$ cat src/rtl/core/tmps_pkg.sv
// ----------------------------------------------------------------------------
// tmps_pkg
// types, constants and helpers shared by the map pixel shader
// ----------------------------------------------------------------------------
package tmps_pkg;

    localparam int NORMAL_W  = 8;
    localparam int SUN_W     = 12;
    localparam int KIND_W    = 2;
    localparam int COL_W     = 8;
    localparam int ROW_W     = 7;
    localparam int COLOR_W   = 8;
    localparam int LIGHT_W   = 20;
    localparam int PROD_W    = NORMAL_W + SUN_W;
    localparam int SUM_W     = PROD_W + 2;
    localparam int PAL_W     = 48;
    localparam int CFG_IDX_W = 3;
    localparam int PAL_IDX_W = 3;

    localparam logic signed [LIGHT_W-1:0] LIGHT_RESET = -20'sd200000;
    localparam logic signed [LIGHT_W-1:0] LIGHT_MAX   = 20'sd524287;
    localparam logic signed [LIGHT_W-1:0] LIGHT_MIN   = -20'sd524288;
    localparam logic signed [LIGHT_W-1:0] BAND_HIGH   = 20'sd6500;
    localparam logic signed [LIGHT_W-1:0] BAND_LOW    = -20'sd6500;

    localparam logic signed [SUN_W-1:0] SUN_X_RESET = 12'sd1024;

    localparam logic [KIND_W-1:0] KIND_WATER = 2'd0;

    localparam logic [PAL_IDX_W-1:0] PAL_WATER     = 3'd0;
    localparam logic [PAL_IDX_W-1:0] PAL_NIGHT_OFS = 3'd2;
    localparam logic [PAL_IDX_W-1:0] PAL_EDGE      = 3'd5;

    typedef enum logic [CFG_IDX_W-1:0] {
        REG_SUN_X     = 3'd0,
        REG_SUN_Y     = 3'd1,
        REG_SUN_Z     = 3'd2,
        REG_DAY_NIGHT = 3'd3,
        REG_EDGE      = 3'd4,
        REG_PALETTE   = 3'd5
    } cfg_reg_t;

    typedef struct packed {
        logic signed [SUN_W-1:0] sun_x;
        logic signed [SUN_W-1:0] sun_y;
        logic signed [SUN_W-1:0] sun_z;
        logic                    day_night_enable;
        logic                    edge_enable;
        logic [PAL_W-1:0]        palette_words;
    } cfg_t;

    typedef struct packed {
        logic signed [NORMAL_W-1:0] normal_x;
        logic signed [NORMAL_W-1:0] normal_y;
        logic signed [NORMAL_W-1:0] normal_z;
        logic [KIND_W-1:0]          land_kind;
        logic                       is_edge;
        logic [COL_W-1:0]           pixel_col;
        logic [ROW_W-1:0]           pixel_row;
        logic                       frame_start;
    } item_t;

    typedef struct packed {
        logic signed [LIGHT_W-1:0] light;
        logic [COL_W-1:0]          col;
        logic [ROW_W-1:0]          row;
    } track_t;

    function automatic logic [COLOR_W-1:0] pal_color(
        input logic [PAL_W-1:0]     palette,
        input logic [PAL_IDX_W-1:0] idx
    );
        logic [COLOR_W-1:0] c;
        begin
            case (idx)
                3'd0:    c = palette[7:0];
                3'd1:    c = palette[15:8];
                3'd2:    c = palette[23:16];
                3'd3:    c = palette[31:24];
                3'd4:    c = palette[39:32];
                3'd5:    c = palette[47:40];
                default: c = palette[7:0];
            endcase
            return c;
        end
    endfunction

endpackage

$ cat src/rtl/core/tmps_in_if.sv
// ----------------------------------------------------------------------------
// tmps_in_if
// pixel item channel: valid/ready handshake with the shading inputs
// ----------------------------------------------------------------------------
interface tmps_in_if;
    logic                                          valid;
    logic                                          ready;
    logic signed [tmps_pkg::NORMAL_W-1:0]          normal_x;
    logic signed [tmps_pkg::NORMAL_W-1:0]          normal_y;
    logic signed [tmps_pkg::NORMAL_W-1:0]          normal_z;
    logic [tmps_pkg::KIND_W-1:0]                   land_kind;
    logic                                          is_edge;
    logic [tmps_pkg::COL_W-1:0]                    pixel_col;
    logic [tmps_pkg::ROW_W-1:0]                    pixel_row;
    logic                                          frame_start;

    modport source (
        output valid, normal_x, normal_y, normal_z, land_kind, is_edge,
               pixel_col, pixel_row, frame_start,
        input  ready
    );

    modport sink (
        input  valid, normal_x, normal_y, normal_z, land_kind, is_edge,
               pixel_col, pixel_row, frame_start,
        output ready
    );
endinterface

$ cat src/rtl/core/tmps_out_if.sv
// ----------------------------------------------------------------------------
// tmps_out_if
// shaded item channel: valid/ready handshake with color and brightest spot
// ----------------------------------------------------------------------------
interface tmps_out_if;
    logic                           valid;
    logic                           ready;
    logic [tmps_pkg::COLOR_W-1:0]   pixel_color;
    logic [tmps_pkg::COL_W-1:0]     brightest_col;
    logic [tmps_pkg::ROW_W-1:0]     brightest_row;

    modport source (
        output valid, pixel_color, brightest_col, brightest_row,
        input  ready
    );

    modport sink (
        input  valid, pixel_color, brightest_col, brightest_row,
        output ready
    );
endinterface

$ cat src/rtl/core/tmps_cfg.sv
// ----------------------------------------------------------------------------
// tmps_cfg
// configuration register file: sun vector, mode enables and palette
// ----------------------------------------------------------------------------
module tmps_cfg (
    input  logic                               clk,
    input  logic                               rst_n,
    input  logic                               cfg_we,
    input  logic [tmps_pkg::CFG_IDX_W-1:0]     cfg_index,
    input  logic [tmps_pkg::PAL_W-1:0]         cfg_data,
    output tmps_pkg::cfg_t                     cfg
);

    tmps_pkg::cfg_t cfg_reg;
    tmps_pkg::cfg_t cfg_next;

    always_comb
    begin
        cfg_next = cfg_reg;
        if (cfg_we)
        begin
            case (cfg_index)
                tmps_pkg::REG_SUN_X:     cfg_next.sun_x = cfg_data[tmps_pkg::SUN_W-1:0];
                tmps_pkg::REG_SUN_Y:     cfg_next.sun_y = cfg_data[tmps_pkg::SUN_W-1:0];
                tmps_pkg::REG_SUN_Z:     cfg_next.sun_z = cfg_data[tmps_pkg::SUN_W-1:0];
                tmps_pkg::REG_DAY_NIGHT: cfg_next.day_night_enable = cfg_data[0];
                tmps_pkg::REG_EDGE:      cfg_next.edge_enable = cfg_data[0];
                tmps_pkg::REG_PALETTE:   cfg_next.palette_words = cfg_data;
                default:                 cfg_next = cfg_reg;
            endcase
        end
    end

    always_ff @(posedge clk or negedge rst_n)
    begin
        if (!rst_n)
        begin
            cfg_reg.sun_x            <= tmps_pkg::SUN_X_RESET;
            cfg_reg.sun_y            <= '0;
            cfg_reg.sun_z            <= '0;
            cfg_reg.day_night_enable <= 1'b0;
            cfg_reg.edge_enable      <= 1'b0;
            cfg_reg.palette_words    <= '0;
        end
        else
        begin
            cfg_reg <= cfg_next;
        end
    end

    assign cfg = cfg_reg;

endmodule

$ cat src/rtl/core/tmps_shade.sv
// ----------------------------------------------------------------------------
// tmps_shade
// lighting dot product, day/night color pick and brightest-pixel compare
// ----------------------------------------------------------------------------
module tmps_shade (
    input  tmps_pkg::cfg_t                  cfg,
    input  tmps_pkg::item_t                 item,
    input  tmps_pkg::track_t                track,
    output logic [tmps_pkg::COLOR_W-1:0]    color,
    output tmps_pkg::track_t                track_next
);

    logic signed [tmps_pkg::PROD_W-1:0]  prod_x;
    logic signed [tmps_pkg::PROD_W-1:0]  prod_y;
    logic signed [tmps_pkg::PROD_W-1:0]  prod_z;
    logic signed [tmps_pkg::SUM_W-1:0]   sum;
    logic signed [tmps_pkg::LIGHT_W-1:0] light;
    tmps_pkg::track_t                    track_eff;
    logic                                land;
    logic                                night;
    logic                                in_band;
    logic [tmps_pkg::PAL_IDX_W-1:0]      pal_idx;

    assign prod_x = item.normal_x * cfg.sun_x;
    assign prod_y = item.normal_y * cfg.sun_y;
    assign prod_z = item.normal_z * cfg.sun_z;
    assign sum    = tmps_pkg::SUM_W'(prod_x) + tmps_pkg::SUM_W'(prod_y)
                  + tmps_pkg::SUM_W'(prod_z);

    // saturate to the tracking range
    always_comb
    begin
        if (sum > tmps_pkg::SUM_W'(tmps_pkg::LIGHT_MAX))
            light = tmps_pkg::LIGHT_MAX;
        else if (sum < tmps_pkg::SUM_W'(tmps_pkg::LIGHT_MIN))
            light = tmps_pkg::LIGHT_MIN;
        else
            light = sum[tmps_pkg::LIGHT_W-1:0];
    end

    assign land = (item.land_kind != tmps_pkg::KIND_WATER);

    // frame start drops the previous frame's brightest pixel
    always_comb
    begin
        if (item.frame_start)
        begin
            track_eff.light = tmps_pkg::LIGHT_RESET;
            track_eff.col   = '0;
            track_eff.row   = '0;
        end
        else
        begin
            track_eff = track;
        end
    end

    always_comb
    begin
        track_next = track_eff;
        if (land && (light > track_eff.light))
        begin
            track_next.light = light;
            track_next.col   = item.pixel_col;
            track_next.row   = item.pixel_row;
        end
    end

    assign in_band = (light > tmps_pkg::BAND_LOW) && (light < tmps_pkg::BAND_HIGH);

    always_comb
    begin
        night = cfg.day_night_enable && light[tmps_pkg::LIGHT_W-1];
        if (cfg.day_night_enable && in_band)
            night = item.pixel_col[0] ^ item.pixel_row[0];
    end

    always_comb
    begin
        pal_idx = tmps_pkg::PAL_IDX_W'(item.land_kind);
        if (night)
            pal_idx = pal_idx + tmps_pkg::PAL_NIGHT_OFS;
        if (!land)
            pal_idx = tmps_pkg::PAL_WATER;
        else if (cfg.edge_enable && item.is_edge)
            pal_idx = tmps_pkg::PAL_EDGE;
    end

    assign color = tmps_pkg::pal_color(cfg.palette_words, pal_idx);

endmodule

$ cat src/rtl/core/terminator_map_pixel_shader.sv
// ----------------------------------------------------------------------------
// terminator_map_pixel_shader
// Shades one map pixel per item and tracks the frame's brightest land pixel.
// An item is taken into an input register, shaded by one pass of logic (three
// 8x12 products, a saturating sum, the palette pick and the brightest compare)
// and lands in a result register; while the output is not stalled, one item is
// accepted every cycle. The brightest-pixel state is updated in that same
// pass, which sets the one-item-per-cycle rate. The input side keeps taking
// items while a result waits, as long as the input register is empty.
// ----------------------------------------------------------------------------
module terminator_map_pixel_shader (
    input  logic                               clk,
    input  logic                               rst_n,
    tmps_in_if.sink                            pixel,
    tmps_out_if.source                         shade,
    input  logic                               cfg_we,
    input  logic [tmps_pkg::CFG_IDX_W-1:0]     cfg_index,
    input  logic [tmps_pkg::PAL_W-1:0]         cfg_data
);

    tmps_pkg::cfg_t                  cfg;
    tmps_pkg::item_t                 item_reg;
    logic                            item_valid_reg;
    tmps_pkg::track_t                track_reg;
    tmps_pkg::track_t                track_next;
    logic [tmps_pkg::COLOR_W-1:0]    color_next;
    logic [tmps_pkg::COLOR_W-1:0]    color_reg;
    logic [tmps_pkg::COL_W-1:0]      bcol_reg;
    logic [tmps_pkg::ROW_W-1:0]      brow_reg;
    logic                            out_valid_reg;
    logic                            out_free;
    logic                            item_move;
    logic                            in_take;

    tmps_cfg u_cfg (
        .clk       (clk),
        .rst_n     (rst_n),
        .cfg_we    (cfg_we),
        .cfg_index (cfg_index),
        .cfg_data  (cfg_data),
        .cfg       (cfg)
    );

    tmps_shade u_shade (
        .cfg        (cfg),
        .item       (item_reg),
        .track      (track_reg),
        .color      (color_next),
        .track_next (track_next)
    );

    assign out_free    = !out_valid_reg || shade.ready;
    assign item_move   = item_valid_reg && out_free;
    assign pixel.ready = !item_valid_reg || out_free;
    assign in_take     = pixel.valid && pixel.ready;

    always_ff @(posedge clk or negedge rst_n)
    begin
        if (!rst_n)
        begin
            item_valid_reg <= 1'b0;
            out_valid_reg  <= 1'b0;
            track_reg.light <= tmps_pkg::LIGHT_RESET;
            track_reg.col   <= '0;
            track_reg.row   <= '0;
        end
        else
        begin
            if (pixel.ready)
                item_valid_reg <= pixel.valid;
            if (out_free)
                out_valid_reg <= item_valid_reg;
            if (item_move)
                track_reg <= track_next;
        end
    end

    // payload registers
    always_ff @(posedge clk)
    begin
        if (in_take)
        begin
            item_reg.normal_x    <= pixel.normal_x;
            item_reg.normal_y    <= pixel.normal_y;
            item_reg.normal_z    <= pixel.normal_z;
            item_reg.land_kind   <= pixel.land_kind;
            item_reg.is_edge     <= pixel.is_edge;
            item_reg.pixel_col   <= pixel.pixel_col;
            item_reg.pixel_row   <= pixel.pixel_row;
            item_reg.frame_start <= pixel.frame_start;
        end
        if (item_move)
        begin
            color_reg <= color_next;
            bcol_reg  <= track_next.col;
            brow_reg  <= track_next.row;
        end
    end

    assign shade.valid         = out_valid_reg;
    assign shade.pixel_color   = color_reg;
    assign shade.brightest_col = bcol_reg;
    assign shade.brightest_row = brow_reg;

endmodule

$ cat src/flat_wrapper.sv
// flat-port wrapper written by rule: the top's interface ports become plain ports
module terminator_map_pixel_shader_flat 
  (clk, rst_n, cfg_we, cfg_index, cfg_data, pixel_valid, pixel_normal_x, pixel_normal_y, pixel_normal_z, pixel_land_kind, pixel_is_edge, pixel_pixel_col, pixel_pixel_row, pixel_frame_start, pixel_ready, shade_valid, shade_pixel_color, shade_brightest_col, shade_brightest_row, shade_ready);
  tmps_in_if pixel_i ();
  tmps_out_if shade_i ();
  input  logic clk;
  input  logic rst_n;
  input  logic cfg_we;
  input  logic [tmps_pkg::CFG_IDX_W-1:0] cfg_index;
  input  logic [tmps_pkg::PAL_W-1:0] cfg_data;
  input wire logic [$bits(pixel_i.valid)-1:0] pixel_valid;
  input wire logic [$bits(pixel_i.normal_x)-1:0] pixel_normal_x;
  input wire logic [$bits(pixel_i.normal_y)-1:0] pixel_normal_y;
  input wire logic [$bits(pixel_i.normal_z)-1:0] pixel_normal_z;
  input wire logic [$bits(pixel_i.land_kind)-1:0] pixel_land_kind;
  input wire logic [$bits(pixel_i.is_edge)-1:0] pixel_is_edge;
  input wire logic [$bits(pixel_i.pixel_col)-1:0] pixel_pixel_col;
  input wire logic [$bits(pixel_i.pixel_row)-1:0] pixel_pixel_row;
  input wire logic [$bits(pixel_i.frame_start)-1:0] pixel_frame_start;
  output wire logic [$bits(pixel_i.ready)-1:0] pixel_ready;
  output wire logic [$bits(shade_i.valid)-1:0] shade_valid;
  output wire logic [$bits(shade_i.pixel_color)-1:0] shade_pixel_color;
  output wire logic [$bits(shade_i.brightest_col)-1:0] shade_brightest_col;
  output wire logic [$bits(shade_i.brightest_row)-1:0] shade_brightest_row;
  input wire logic [$bits(shade_i.ready)-1:0] shade_ready;
  assign pixel_i.valid = pixel_valid;
  assign pixel_i.normal_x = pixel_normal_x;
  assign pixel_i.normal_y = pixel_normal_y;
  assign pixel_i.normal_z = pixel_normal_z;
  assign pixel_i.land_kind = pixel_land_kind;
  assign pixel_i.is_edge = pixel_is_edge;
  assign pixel_i.pixel_col = pixel_pixel_col;
  assign pixel_i.pixel_row = pixel_pixel_row;
  assign pixel_i.frame_start = pixel_frame_start;
  assign pixel_ready = pixel_i.ready;
  assign shade_valid = shade_i.valid;
  assign shade_pixel_color = shade_i.pixel_color;
  assign shade_brightest_col = shade_i.brightest_col;
  assign shade_brightest_row = shade_i.brightest_row;
  assign shade_i.ready = shade_ready;
  terminator_map_pixel_shader u_core (.clk(clk), .rst_n(rst_n), .pixel(pixel_i), .shade(shade_i), .cfg_we(cfg_we), .cfg_index(cfg_index), .cfg_data(cfg_data));
endmodule
$ cat config.mk
export PLATFORM = sky130hd
export DESIGN_NAME = terminator_map_pixel_shader_flat
export DESIGN_NICKNAME = d
export VERILOG_FILES = /design/src/rtl/core/tmps_pkg.sv /design/src/rtl/core/tmps_in_if.sv /design/src/rtl/core/tmps_out_if.sv /design/src/rtl/core/tmps_cfg.sv /design/src/rtl/core/tmps_shade.sv /design/src/rtl/core/terminator_map_pixel_shader.sv /design/src/flat_wrapper.sv
export SDC_FILE = /design/constraint.sdc
export NUM_CORES = 1
export LEC_CHECK = 0
export ABC_CLOCK_PERIOD_IN_PS = 11800
export BUFFER_PORTS_ARGS = -buffer_cell sky130_fd_sc_hd__buf_2
export CAP_MARGIN = 20
export CORE_ASPECT_RATIO = 1.25
export CORE_MARGIN = 8
export CORE_UTILIZATION = 36
export DETAILED_ROUTE_END_ITERATION = 10
export SETUP_SLACK_MARGIN = 0.02
export SYNTH_ARGS = -nofsm -noshare
export SYNTH_HDL_FRONTEND = slang
export SYNTH_SLANG_ARGS = --single-unit
$ cat constraint.sdc
create_clock -name clk -period 11.8 [get_ports clk]
set_clock_uncertainty 0.05 [all_clocks]
set_input_delay 1.18 -clock clk [delete_from_list [all_inputs] [get_ports clk]]
set_output_delay 1.18 -clock clk [all_outputs]
set_load 0.01 [all_outputs]
==> flow_metrics.env <==
export IMPL_outcome="finished, final reports clean"
export IMPL_cts_tree="yes"
export IMPL_dr_pass1_iters=5
export IMPL_ctsResizeCount=0
export IMPL_drc=0
export IMPL_final_cell_area_um2=21400
export IMPL_drv_cap=0
export IMPL_grt_pass1_vias=14900
export IMPL_largest_reg_flops=86
export IMPL_cts_hold_buf=0
export IMPL_netlist_top_cells_area="fa_1, dfrtp_1, edfxtp_1"
export IMPL_fill_cells=5239
export IMPL_dp_hpwl_mm=40.2
export IMPL_ys_seq_elements=189
export IMPL_drtAntennaViolNets=0
export IMPL_cp_start_kind="flop"
export IMPL_initial_core_util_pct=36.2
export IMPL_port_buffers=123
export IMPL_numCtsBuffers=17
export IMPL_final_hold_viol_count=0
export IMPL_hp_class="flop to flop"
export IMPL_clock_latency_ns=0.51
export IMPL_rr_worst_depth=31
export IMPL_slew_headroom_pct=26.2
export IMPL_crit_path_top_delay_cell="a311oi_2"
export IMPL_period_needed_ns=10.58
export IMPL_maxSlewViolCount=0
export IMPL_yosysMostFrequentCell="inv_1"
export IMPL_end_kind="flop"
export IMPL_cts_setup_buffers=0
export IMPL_grtUsageTotal_pct=16.8
export IMPL_via_per_inst=4.89
export IMPL_cpMostUsedCell="fa_1"
export IMPL_htreeDepth=4
export IMPL_grt_pass1_wl_mm=80.8
export IMPL_io_pins=124
export IMPL_synth_area_per_cell_um2=10.8
export IMPL_max_stage_delay_ns=0.82
export IMPL_clk_path_buf_depth=2
export IMPL_fin_nets=2407
export IMPL_clock_sinks=189
export IMPL_synthDistinctLibCells=68
export IMPL_drive_gt1_share_pct=16.5
export IMPL_dieWidth_um=224
export IMPL_synth_net_count=2318
export IMPL_crit_required_ns=12.17
export IMPL_rows=95
export IMPL_min_from="u_core.track_reg[15]$_DFFE_PN0P_"
export IMPL_worstMarginPinSlew_ns=1.10
export IMPL_path_class="flop to flop"
export IMPL_antenna_found_initial=0
export IMPL_grt_max_degree=64
export IMPL_rsz0062_at_grt="no"
export IMPL_final_core_util_pct=40.0
export IMPL_fin_setup_tns_ns=0
export IMPL_dpl_cell_area_um2=20800
export IMPL_r2r_start="u_core.item_reg[27]$_DFFE_PP_"
export IMPL_r2r_end="u_core.track_reg[23]$_DFFE_PN0P_"
export IMPL_synth_largest_area_cell="fa_1"
export IMPL_synth_top_area_share_pct=33.2
export IMPL_drt_iter0_drc=577
export IMPL_synth_common_cells="inv_1, fa_1, nand2_1, and2_1, mux2_2"
export IMPL_synthesis_area_um2=19400
export IMPL_dr_total_vias=12800
export IMPL_ys_flop_type="dfrtp_1"
export IMPL_cp_arrival_ns=10.95
export IMPL_n_antenna_cell=0
export IMPL_yosysSeqAreaShare_pct=26.1
export IMPL_gp_congestion=0.837
export IMPL_synth_edff_count=66
export IMPL_drt_wl_total_mm=48.5
export IMPL_ys_warn_count=0
export IMPL_coreArea_um2=53600
export IMPL_async_reset_ff_share_pct=65.1
export IMPL_clockRootBuffer="clkbuf_16"
export IMPL_overflow=0
export IMPL_post_drt_wl_per_cell_um=18.5
export IMPL_die_h_um=276
export IMPL_area_delta_synth_final_pct=10.4
export IMPL_clk_pin_slew_ns=0.08
export IMPL_die_area_um2=61700
export IMPL_reg2reg_slack_ns=1.22
export IMPL_finalCritPeriodShare_pct=89.7
export IMPL_holdPathEnd="u_core.track_reg[15]$_DFFE_PN0P_"
export IMPL_syn_inst=1795
export IMPL_clock_fmax_mhz=94.5
export IMPL_hold_depth=1
export IMPL_path_max_fanout=14
export IMPL_setup_viol=0
==> placed cells by master, fill, tap and decap left out, types with 4 or more instances in the layout <==
| cell | Yosys | final |
|---|---|---|
| a211oi_1 | 5 | 5 |
| a21o_1 | 15 | 15 |
| a21oi_1 | 33 | 33 |
| a222oi_1 | 8 | 8 |
| a22o_1 | 10 | 10 |
| a31oi_1 | 10 | 10 |
| and2_1 | 131 | 130 |
| buf_2 | 6 | 122 |
| buf_4 | 2 | 12 |
| clkbuf_16 | 0 | 17 |
| dfrtp_1 | 113 | 113 |
| dfstp_2 | 10 | 10 |
| edfxtp_1 | 66 | 66 |
| fa_1 | 322 | 322 |
| ha_1 | 102 | 102 |
| inv_1 | 361 | 361 |
| inv_12 | 0 | 6 |
| mux2_1 | 7 | 7 |
| mux2_2 | 117 | 117 |
| nand2_1 | 168 | 168 |
| nand2b_1 | 21 | 21 |
| nand3_1 | 6 | 6 |
| nand4_1 | 8 | 8 |
| nor2_1 | 57 | 57 |
| nor2b_1 | 18 | 18 |
| nor3_1 | 10 | 10 |
| nor4b_1 | 5 | 4 |
| o21ai_0 | 26 | 26 |
| o21ai_1 | 7 | 7 |
| o22a_1 | 9 | 9 |
| xnor2_1 | 19 | 19 |
| xor2_1 | 10 | 10 |
==> layout make-up <==
type,instances,area [um^2],share of cell area [%]
clock buffers,17,425,1.98
clock inverters,15,200,0.934
inverters,365,1370,6.39
multi-input cells,1176,12700,59.5
flip-flops and latches,189,5070,23.7
well taps,727,910,4.24
repair buffers,135,716,3.34
==> layer usage <==
| layer | GRT usage [%] | up-vias | share of wire [%] |
|---|---|---|---|
| li1 | - | 5796 | - |
| met1 | 19.0 | 6773 | 40 |
| met2 | 31.7 | 189 | 55 |
| met3 | 2.53 | 71 | 2.3 |
| met4 | 6.31 | 0 | 2.9 |
| met5 | 0 | - | 0 |
==> kinds of logic after synthesis <==
kind of cell             count (synthesis)  synth area share, %
AND/OR/NAND/NOR                        444                 11.5
multiplexers                           124                 7.19
AO/OA/AOI/OAI                          153                 5.57
adder cells (fa/ha/maj)                424                 39.7
buffers and inverters                  430                 8.38
flip-flops                             189                 26.1
XOR/XNOR                                31                 1.53
==> worst max path at each step <==
| stage | startpoint | end | slack (ns) | depth (start not counted) |
|---|---|---|---|---|
| after floorplan | u_core.item_reg[20]$_DFFE_PP_ | u_core.track_reg[11]$_DFFE_PN0P_ | 2.45 | 37 |
| after global placement | u_core.item_reg[27]$_DFFE_PP_ | u_core.track_reg[16]$_DFFE_PN0P_ | 1.00 | 31 |
| after detailed placement | u_core.item_reg[27]$_DFFE_PP_ | u_core.track_reg[26]$_DFFE_PN0P_ | 0.80 | 31 |
| after CTS | u_core.item_reg[27]$_DFFE_PP_ | u_core.track_reg[23]$_DFFE_PN0P_ | 0.75 | 31 |
| after global routing | u_core.item_reg[27]$_DFFE_PP_ | u_core.track_reg[23]$_DFFE_PN0P_ | 0.51 | 31 |
| final | u_core.item_reg[27]$_DFFE_PP_ | u_core.track_reg[23]$_DFFE_PN0P_ | 1.22 | 31 |
==> metrics by stage <==
step	hold WS, ns	cells	worst slack, ns
2_1_floorplan	0.399	1795	2.45
4_1_cts	0.439	2622	0.747
6_report	0.435	2624	1.22
5_1_grt	0.454	2624	0.512
3_3_place_gp	0.423	2590	1.00
3_5_place_dp	0.422	2590	0.803
==> worst max-delay path, delay by kind of cell (launching register included) <==
kind / cells / cell delay [ns]
xor gates and xnor gates: 1 / 0.16
buffers and inverters: 4 / 0.27
adders and majority gates: 9 / 4.22
and+or+nand+nor: 6 / 2.03
AOI/OAI and AO/OA: 11 / 3.12
DFF: 1 / 0.65
Power is not shown: default switching activity piles up to over one toggle a cycle in this logic, so the estimate is an artifact.
